[config.mk]
export PLATFORM = sky130hd
export DESIGN_NAME = scanline_polygon_span_fill_unit
export DESIGN_NICKNAME = d
export VERILOG_FILES = /design/src/rtl/core/spf_pkg.sv /design/src/rtl/core/scanline_polygon_span_fill_unit.sv /design/src/rtl/core/spf_cell.sv /design/src/rtl/core/spf_div.sv
export VERILOG_INCLUDE_DIRS = /design/src /design/src/rtl/core
export SDC_FILE = /design/constraint.sdc
export NUM_CORES = 2
export LEC_CHECK = 0
export BUFFER_PORTS_ARGS = -buffer_cell sky130_fd_sc_hd__clkbuf_2
export CORE_MARGIN = 2
export CORE_UTILIZATION = 30
export DETAILED_ROUTE_END_ITERATION = 8
export PLACE_DENSITY_LB_ADDON = 0.15
export RECOVER_POWER = 100
export SETUP_SLACK_MARGIN = 0.3
export SLEW_MARGIN = 15
export SYNTH_ARGS = -nofsm -noshare
export SYNTH_HDL_FRONTEND = slang
export SYNTH_SLANG_ARGS = --single-unit
[constraint.sdc]
create_clock -name clk -period 13.5 [get_ports clk]
set_clock_uncertainty 0.15 [all_clocks]
set_input_delay 2.025 -clock clk [delete_from_list [all_inputs] [get_ports clk]]
set_output_delay 2.025 -clock clk [all_outputs]
set_load 0.03 [all_outputs]
[src/rtl/core/scanline_polygon_span_fill_unit_defines.svh]
// ----------------------------------------------------------------------------
// scanline_polygon_span_fill_unit_defines
// Assertion macros shared by the span fill unit.
// ----------------------------------------------------------------------------
`ifndef SCANLINE_POLYGON_SPAN_FILL_UNIT_DEFINES_SVH
`define SCANLINE_POLYGON_SPAN_FILL_UNIT_DEFINES_SVH
`ifndef SYNTHESIS
`define SPF_ASSERT_IMP(label, clk, rst, a, c) \
  label: assert property (@(posedge clk) disable iff (rst) (a) |-> (c)) else $error("%m");
`define SPF_ASSERT_NEXT(label, clk, rst, a, c) \
  label: assert property (@(posedge clk) disable iff (rst) (a) |=> (c)) else $error("%m");
`else
`define SPF_ASSERT_IMP(label, clk, rst, a, c)
`define SPF_ASSERT_NEXT(label, clk, rst, a, c)
`endif
`endif

[src/rtl/core/spf_pkg.sv]
// ----------------------------------------------------------------------------
// spf_pkg
// Shared types and codes of the span fill unit.
// ----------------------------------------------------------------------------
`default_nettype none
package spf_pkg;
  localparam logic CMD_LOAD = 1'b0;
  localparam logic CMD_ROW  = 1'b1;

  typedef enum logic [2:0] {
    ST_IDLE, ST_FETCH, ST_EDGE, ST_DIV, ST_INS, ST_EMIT, ST_SHIFT
  } state_t;

  // control word from sequencer to the cell chain
  typedef struct packed {
    logic clear;
    logic insert;
    logic shift;
  } chain_ctl_t;
endpackage
`default_nettype wire

[src/rtl/core/scanline_polygon_span_fill_unit.sv]
// ----------------------------------------------------------------------------
// scanline_polygon_span_fill_unit
// Even-odd polygon span generator with a vertex store and a sorted
// crossing chain.
// ----------------------------------------------------------------------------
// A command word is taken on start while busy is low. A vertex load keeps
// busy high for one cycle and its status word comes out in the cycle after
// the accept. A row request clears the crossing chain and walks the N stored
// edges (none with fewer than three vertices): each edge takes two registered
// store reads and the row test, and an edge that crosses the row then goes
// through the 34-step divider and the insert into the chain. After the walk
// the spans, one per pair of crossings, come out in turn with the chain
// shifting toward the head, or a single empty word when there is no pair.
// The receiver cannot stall: each word is shown on done for one cycle only,
// so sample it then.
`default_nettype none
`include "scanline_polygon_span_fill_unit_defines.svh"
module scanline_polygon_span_fill_unit #(
  parameter int MAX_CROSSINGS = 16,
  parameter int MAX_VERTICES  = 64
) (
  input  wire logic        clk,
  input  wire logic        rst,
  input  wire logic        start,
  output logic             busy,
  input  wire logic        command,
  input  wire logic        restart_list,
  input  wire logic signed [15:0] vertex_x,
  input  wire logic signed [15:0] vertex_y,
  input  wire logic signed [15:0] row_y,
  input  wire logic        cfg_valid,
  output logic             cfg_ready,
  input  wire logic [7:0]  cfg_data,
  output logic             done,
  output logic             span_valid,
  output logic signed [15:0] span_x,
  output logic signed [15:0] span_y,
  output logic [15:0]      span_length,
  output logic [7:0]       span_color,
  output logic             last_result,
  output logic [6:0]       vertex_total,
  output logic signed [15:0] extent_low_y,
  output logic signed [15:0] extent_high_y,
  output logic             vertex_dropped
);
  import spf_pkg::*;
  localparam int VW = $clog2(MAX_VERTICES + 1);
  localparam int AW = $clog2(MAX_VERTICES);
  localparam int CW = $clog2(MAX_CROSSINGS + 1);

  state_t state, state_next;
  logic [7:0] fill_color;
  logic [VW-1:0] vcount;
  logic signed [15:0] low_y, high_y;
  logic [CW-1:0] ccount;
  logic [VW-1:0] edge_i;
  logic [1:0] fphase;
  logic signed [15:0] row;
  logic signed [15:0] xmem [MAX_VERTICES];
  logic signed [15:0] ymem [MAX_VERTICES];
  logic signed [15:0] rd_x, rd_y, x0, y0, x1, y1;
  logic [AW-1:0] rd_addr;
  logic signed [34:0] num;
  logic [16:0] den;
  logic signed [15:0] base_x;
  logic div_start, div_done;
  logic signed [34:0] quo;
  logic signed [15:0] new_x;
  logic [CW-1:0] pairs_left;
  logic emit_load;
  logic accept;
  logic signed [16:0] dy, dx, dyr;
  logic qual;
  logic signed [33:0] prod;
  logic [MAX_CROSSINGS-1:0] c_full, c_gt;
  logic signed [15:0] c_x [MAX_CROSSINGS];
  chain_ctl_t ctl;

  assign accept = start && !busy;
  assign busy   = (state != ST_IDLE);
  assign done   = (state == ST_EMIT);

  // fill color register
  assign cfg_ready = 1'b1;
  always_ff @(posedge clk) begin
    if (rst) fill_color <= 8'd0;
    else if (cfg_valid && cfg_ready) fill_color <= cfg_data;
  end

  // vertex store
  always_ff @(posedge clk) begin
    if (accept && command == CMD_LOAD && (restart_list || vcount < VW'(MAX_VERTICES))) begin
      xmem[restart_list ? AW'(0) : vcount[AW-1:0]] <= vertex_x;
      ymem[restart_list ? AW'(0) : vcount[AW-1:0]] <= vertex_y;
    end
    rd_x <= xmem[rd_addr];
    rd_y <= ymem[rd_addr];
  end

  // crossing chain, sorted ascending from cell 0
  for (genvar g = 0; g < MAX_CROSSINGS; g++) begin : g_chain
    logic               lf, lg, rf;
    logic signed [15:0] lx, rx;
    if (g == 0) begin : g_head
      assign lf = 1'b1;
      assign lg = 1'b0;
      assign lx = '0;
    end else begin : g_left
      assign lf = c_full[g-1];
      assign lg = c_gt[g-1];
      assign lx = c_x[g-1];
    end
    if (g == MAX_CROSSINGS - 1) begin : g_tail
      assign rf = 1'b0;
      assign rx = '0;
    end else begin : g_right
      assign rf = c_full[g+1];
      assign rx = c_x[g+1];
    end
    spf_cell u_cell (
      .clk(clk), .rst(rst), .ctl(ctl), .new_x(new_x),
      .left_full(lf), .left_gt(lg), .left_x(lx),
      .right_full(rf), .right_x(rx),
      .full(c_full[g]), .gt(c_gt[g]), .x(c_x[g])
    );
  end

  spf_div u_div (.clk(clk), .rst(rst), .start(div_start), .num(num), .den(den),
                 .done(div_done), .quo(quo));
  assign new_x = 16'(base_x + quo[15:0]);

  // edge fetch address: phase 0 vertex i, later phases vertex j
  always_comb begin
    if (fphase == 2'd0) rd_addr = edge_i[AW-1:0];
    else if (edge_i + VW'(1) < vcount) rd_addr = AW'(edge_i + VW'(1));
    else rd_addr = '0;
  end

  // state register
  always_ff @(posedge clk) begin
    if (rst) state <= ST_IDLE;
    else state <= state_next;
  end

  // next state and chain control
  always_comb begin
    state_next = state;
    ctl = '0;
    case (state)
      ST_IDLE: begin
        if (start) begin
          if (command == CMD_LOAD || vcount < VW'(3)) state_next = ST_EMIT;
          else state_next = ST_FETCH;
          if (command == CMD_ROW) ctl.clear = 1'b1;
        end
      end
      ST_FETCH: begin
        if (fphase == 2'd0 && edge_i == vcount) state_next = ST_EMIT;
        else if (fphase == 2'd2) state_next = ST_EDGE;
      end
      ST_EDGE: state_next = qual ? ST_DIV : ST_FETCH;
      ST_DIV: if (div_done) state_next = ST_INS;
      ST_INS: begin
        state_next = ST_FETCH;
        ctl.insert = (ccount < CW'(MAX_CROSSINGS));
      end
      ST_EMIT: begin
        ctl.shift = 1'b1;
        if (emit_load || pairs_left <= CW'(1)) state_next = ST_IDLE;
        else state_next = ST_SHIFT;
      end
      ST_SHIFT: begin
        ctl.shift = 1'b1;
        state_next = ST_EMIT;
      end
      default: state_next = ST_IDLE;
    endcase
  end

  // edge test and interpolation product
  always_comb begin
    if (y0 < y1) begin
      dy = y1 - y0; dx = x1 - x0; dyr = row - y0; qual = row >= y0 && row < y1;
    end else begin
      dy = y0 - y1; dx = x0 - x1; dyr = row - y1; qual = row >= y1 && row < y0;
    end
    prod = dx * dyr;
  end

  // edge registers
  always_ff @(posedge clk) begin
    if (state == ST_FETCH && fphase == 2'd1) begin
      x0 <= rd_x; y0 <= rd_y;
    end
    if (state == ST_FETCH && fphase == 2'd2) begin
      x1 <= rd_x; y1 <= rd_y;
    end
    if (state == ST_EDGE) begin
      base_x <= (y0 < y1) ? x0 : x1;
      den <= 17'(dy);
      num <= prod[33] ? 35'(prod) - 35'(dy >>> 1) : 35'(prod) + 35'(dy >>> 1);
    end
  end

  // control and status registers
  always_ff @(posedge clk) begin
    if (rst) begin
      vcount <= '0; low_y <= '0; high_y <= '0; ccount <= '0;
      fphase <= '0; edge_i <= '0; row <= '0;
      div_start <= 1'b0; pairs_left <= '0; emit_load <= 1'b0; vertex_dropped <= 1'b0;
    end else begin
      div_start <= 1'b0;
      case (state)
        ST_IDLE: if (start) begin
          edge_i <= '0; fphase <= '0; row <= row_y; ccount <= '0; pairs_left <= '0;
          emit_load <= (command == CMD_LOAD);
          vertex_dropped <= 1'b0;
          if (command == CMD_LOAD) begin
            if (restart_list || vcount == '0) begin
              vcount <= VW'(1); low_y <= vertex_y; high_y <= vertex_y;
            end else if (vcount >= VW'(MAX_VERTICES)) begin
              vertex_dropped <= 1'b1;
            end else begin
              vcount <= vcount + VW'(1);
              if (vertex_y < low_y) low_y <= vertex_y;
              if (vertex_y > high_y) high_y <= vertex_y;
            end
          end
        end
        ST_FETCH: begin
          if (fphase == 2'd0 && edge_i == vcount) begin
            pairs_left <= ccount >> 1;
          end else if (fphase == 2'd2) begin
            fphase <= '0;
          end else begin
            fphase <= fphase + 2'd1;
          end
        end
        ST_EDGE: begin
          div_start <= qual;
          if (!qual) edge_i <= edge_i + VW'(1);
        end
        ST_DIV: ;
        ST_INS: begin
          edge_i <= edge_i + VW'(1);
          if (ccount < CW'(MAX_CROSSINGS)) ccount <= ccount + CW'(1);
        end
        ST_EMIT: if (pairs_left != '0) pairs_left <= pairs_left - CW'(1);
        default: ;
      endcase
    end
  end

  // output word
  always_comb begin
    span_valid = done && !emit_load && (pairs_left != '0);
    span_x = span_valid ? c_x[0] : 16'sd0;
    span_y = emit_load ? 16'sd0 : row;
    span_length = span_valid ? 16'(c_x[1] - c_x[0] + 16'sd1) : 16'd0;
    span_color = fill_color;
    last_result = emit_load || (pairs_left <= CW'(1));
    vertex_total = 7'(vcount);
    extent_low_y = low_y;
    extent_high_y = high_y;
  end

  `SPF_ASSERT_NEXT(a_done_busy, clk, rst, start && !busy, busy)
  `SPF_ASSERT_IMP(a_count_cap, clk, rst, 1'b1, ccount <= CW'(MAX_CROSSINGS))
  `SPF_ASSERT_IMP(a_vcount_cap, clk, rst, 1'b1, vcount <= VW'(MAX_VERTICES))
  `SPF_ASSERT_IMP(a_empty_last, clk, rst, done && !span_valid, last_result)
endmodule
`default_nettype wire

[src/rtl/core/spf_cell.sv]
// ----------------------------------------------------------------------------
// spf_cell
// One slot of the sorted crossing list. On insert a cell keeps its value,
// takes the new x, or takes its left neighbor's value; on shift it takes
// the value from its right neighbor (drain toward the head).
// ----------------------------------------------------------------------------
`default_nettype none
module spf_cell (
  input  wire logic               clk,
  input  wire logic               rst,
  input  wire spf_pkg::chain_ctl_t ctl,
  input  wire logic signed [15:0] new_x,
  input  wire logic               left_full,
  input  wire logic               left_gt,
  input  wire logic signed [15:0] left_x,
  input  wire logic               right_full,
  input  wire logic signed [15:0] right_x,
  output logic                    full,
  output logic                    gt,
  output logic signed [15:0]      x
);
  import spf_pkg::*;
  assign gt = full && (x > new_x);

  // occupancy
  always_ff @(posedge clk) begin
    if (rst || ctl.clear) begin
      full <= 1'b0;
    end else if (ctl.insert) begin
      full <= full | left_full;
    end else if (ctl.shift) begin
      full <= right_full;
    end
  end

  // value
  always_ff @(posedge clk) begin
    if (ctl.insert) begin
      if (left_gt) begin
        x <= left_x;
      end else if (gt || (!full && left_full)) begin
        x <= new_x;
      end
    end else if (ctl.shift) begin
      x <= right_x;
    end
  end
endmodule
`default_nettype wire

[src/rtl/core/spf_div.sv]
// ----------------------------------------------------------------------------
// spf_div
// Restoring divider: 34-bit magnitude by 17-bit magnitude, one bit a cycle,
// truncating, sign applied at the end.
// ----------------------------------------------------------------------------
`default_nettype none
module spf_div (
  input  wire logic               clk,
  input  wire logic               rst,
  input  wire logic               start,
  input  wire logic signed [34:0] num,
  input  wire logic        [16:0] den,
  output logic                    done,
  output logic signed [34:0]      quo
);
  logic [33:0] q;
  logic [16:0] r;
  logic [5:0]  cnt;
  logic        neg;
  logic        run;
  logic [17:0] trial;

  assign trial = {r, q[33]} - {1'b0, den};
  assign quo = neg ? -$signed({1'b0, q}) : $signed({1'b0, q});

  always_ff @(posedge clk) begin
    if (rst) begin
      run <= 1'b0;
      done <= 1'b0;
    end else begin
      done <= 1'b0;
      if (start) begin
        run <= 1'b1;
        cnt <= 6'd34;
        neg <= num[34];
        q <= num[34] ? 34'(-num) : num[33:0];
        r <= '0;
      end else if (run) begin
        if (!trial[17]) begin
          r <= trial[16:0];
          q <= {q[32:0], 1'b1};
        end else begin
          r <= {r[15:0], q[33]};
          q <= {q[32:0], 1'b0};
        end
        cnt <= cnt - 6'd1;
        if (cnt == 6'd1) begin
          run <= 1'b0;
          done <= 1'b1;
        end
      end
    end
  end
endmodule
`default_nettype wire

==> flow_summary.ini <==
[status]
status = complete, but fails checks
failed_checks = capacitance limit, slew limit

[synthesis]
syn_area_mm2 = 0.1304
synth_edf_count = 2494
ys.flop_type = edfxtp_1
async_reset_ff_share_pct = 0
synth_top_area_cell = edfxtp_1
yosysWarningCount = 0
ys_ff_latch = 2632
ys_types = 86
synth.area.top_cells = edfxtp_1, ha_1, fa_1, mux4_2, nand2_1
synthCells = 9925
post-synth-top-count-cell = edfxtp_1
avgSynthCellArea_um2 = 13.14
syn_nets = 10880
synthDominantCellAreaShare_pct = 57.44
seq_area_frac_synth_pct = 59.56
synthTopCellsByCount = edfxtp_1, nand2_1, ha_1

[worst_setup_path]
worstSetupEndpointType = register
regToRegEndpoint = num[34]
start_kind = register
critPathLaunch = y0[4]
path_depth = 47
endpoint = num[34]
crit_arrival_ns = 13.00
max_stage_delay_ns = 0.54
cp_max_fo = 21
crit_top_cell = fa_1
cpMaxStageDelayCell = fa_1
cp.required_ns = 13.98
r2r.worst_path.cells = 47
r2r-start = y0[4]
r2r_setup_slack_ns = 0.98
path_buf_inv = 8
path_delay_family = compound AO/OA/AOI/OAI gates
critPathKind = register to register

[place]
routabilityCongestion = 0.8651
placed_cell_area_mm2 = 0.1398
portBuffers = 161
dp_hpwl_mm = 280.3
post-place-ws_ns = 0.2366

[job]
maxCapViolations = 143

[floorplan]
die_w_um = 663.3
core-area_mm2 = 0.4336
die_h_um = 663.3
pin_count = 163
dieArea_mm2 = 0.4399
initial_utilization_pct = 30.07
rows = 242

[sta]
setup_viol = 0
finalHoldViolCount = 0
period_needed_ns = 12.52
slew_headroom_pct = -182.1
fmax_mhz = 79.88
rsz0062_at_grt = no
maxSlewViolCount = 5183
max_slew.worst_pin.slew_ns = 4.232
final.setup.worst_slack_ns = 0.9809
min_period_over_period_pct = 92.73
timing.setup.tns_ns = 0

[hold_path]
hold_path.class = register to register
whs_path_depth = 0

[routing]
dr.max_layer_used = met5
wl_met3_mm = 21.50
wl_met2_mm = 209.5
antenna_left = 0
wl_per_cell_um = 26.84
drt-met1-wl_mm = 191.4
via_count = 83610
via_per_inst = 5.164
finalWirelength_mm = 434.6
first_pass_iters = 6
drt-initial-drc-count = 6823
remaining_drc_errors = 0

[clock_tree]
clkLatencyLatePin_ns = 0.96
htreeDepth = 5
cts_max_path_buffers = 4
numCtsBuffers = 307
cts_root_buf = clkbuf_16
clk_pin_slew_ns = 0.06
cts_tree = done
clock_sinks = 2632
cts_hold_buf = 0

[final_layout]
multi_input_comb_area_mm2 = 0.04953
stdcell_area_mm2 = 0.1485
regArea_mm2 = 0.07765
fillers = 42570
final_util_pct = 34.25
drive_gt1_share_pct = 9.625
area_delta_synth_final_pct = 13.91
nNetsFinal = 11160

[grt]
grt.overflow.total = 0
track_usage_pct = 19.27
grt_pass1_vias = 85050
grt_pass1_wl_mm = 621.2
antenna_found_initial = 41
grt_max_degree = 110
[per-stage QoR]
step | hold WS (ns) | cells
2_1_floorplan | 0.2537 | 9925
3_3_place_gp | 0.2566 | 15620
3_5_place_dp | 0.2751 | 15620
4_1_cts | 0.2902 | 16170
5_1_grt | 0.3010 | 16180
6_report | 0.2898 | 16190
[layout make-up]
type,count,area share [%]
Antenna cell,15,0.02527
Clock buffer,380,5.456
Clock inverter,167,0.9604
Inverter,559,1.413
Multi-Input combinational cell,6248,33.35
Sequential cell,2632,52.28
Tap cell,5734,4.831
Timing Repair Buffer,456,1.679
[flip-flops by register name, indices dropped and copies added, names as in the netlist, 16 cells and up]
register / count
rd_x: 16
extent_high_y: 16
y1: 16
y0: 16
den: 17
g_chain.u_cell.full: 16
row: 16
g_chain.u_cell.x: 256
x0: 16
rd_y: 16
x1: 16
xmem: 1024
extent_low_y: 16
u_div.q: 34
u_div.r: 17
num: 35
ymem: 1024
base_x: 16
[layout by cell type (no fill, tap or decap), drive strengths merged, types with 18 or more instances in the layout]
cell type,Yosys,final
or3,37,37
a21boi,26,26
nand2b,86,86
xnor2,162,162
nor2,561,561
clkinv,0,128
buf,84,147
and3,138,138
nor2b,87,87
a22o,90,90
and2,41,41
a31oi,164,164
inv,559,578
o21a,69,69
ha,583,583
dfxtp,138,138
nand2,1380,1380
clkbuf,402,689
xor2,84,84
mux4,256,256
o31ai,19,19
a32oi,117,117
nor3,45,45
nand4,67,67
nand3,209,209
o21ai,508,508
o21bai,26,26
a21o,125,125
a221oi,49,49
fa,307,307
mux2i,422,422
edfxtp,2494,2494
o41ai,18,18
a211oi,39,39
o2111ai,39,39
a21oi,303,303
[how the worst min path moves through the flow]
stage	startpoint	to
2_1_floorplan	rd_x[0]	x0[0]
4_1_cts	rd_x[6]	x1[6]
6_report	rd_x[14]	x1[14]
3_5_place_dp	rd_x[14]	x1[14]
5_1_grt	rd_x[6]	x0[6]
3_3_place_gp	rd_x[14]	x1[14]
[layer usage]
| metal | vias up | global-route usage [%] |
|---|---|---|
| met1 | 43490 | 26.11 |
| li1 | 37400 | - |
| met2 | 2175 | 32.65 |
| met3 | 546 | 2.199 |
| met5 | - | 0 |
| met4 | 2 | 5.282 |
[cell families after synthesis]
family	count (synthesis)	synth area share [%]
and+or+nand+nor	2721	9.155
DFF	2632	59.56
AOI/OAI and AO/OA	1700	8.522
buffers and inverters	1045	3.032
adders and majority gates	890	10.31
muxes	690	7.768
xor gates and xnor gates	246	1.652
other	1	0.002876
[timing repair]
item                                    in CTS  in global routing
setup buffers                                3                  2
resized for setup                            2                 30
pin swaps                                    1                  4
endpoints found under the setup margin       3                 14
gates cloned                                 0                  1
[worst register-to-register path, delay by kind of cell, from the launching register on]
| kind | cells | cell delay (ns) |
|---|---|---|
| DFF | 1 | 0.35 |
| and+or+nand+nor | 6 | 1.01 |
| muxes | 1 | 0.41 |
| buffers and inverters | 8 | 1.03 |
| adders and majority gates | 9 | 4.22 |
| xor gates and xnor gates | 2 | 0.36 |
| AOI/OAI and AO/OA | 21 | 4.75 |
Power is left out: the tool's default activity adds up to more than one toggle a clock period on the data nets, which glitch-free logic cannot reach.
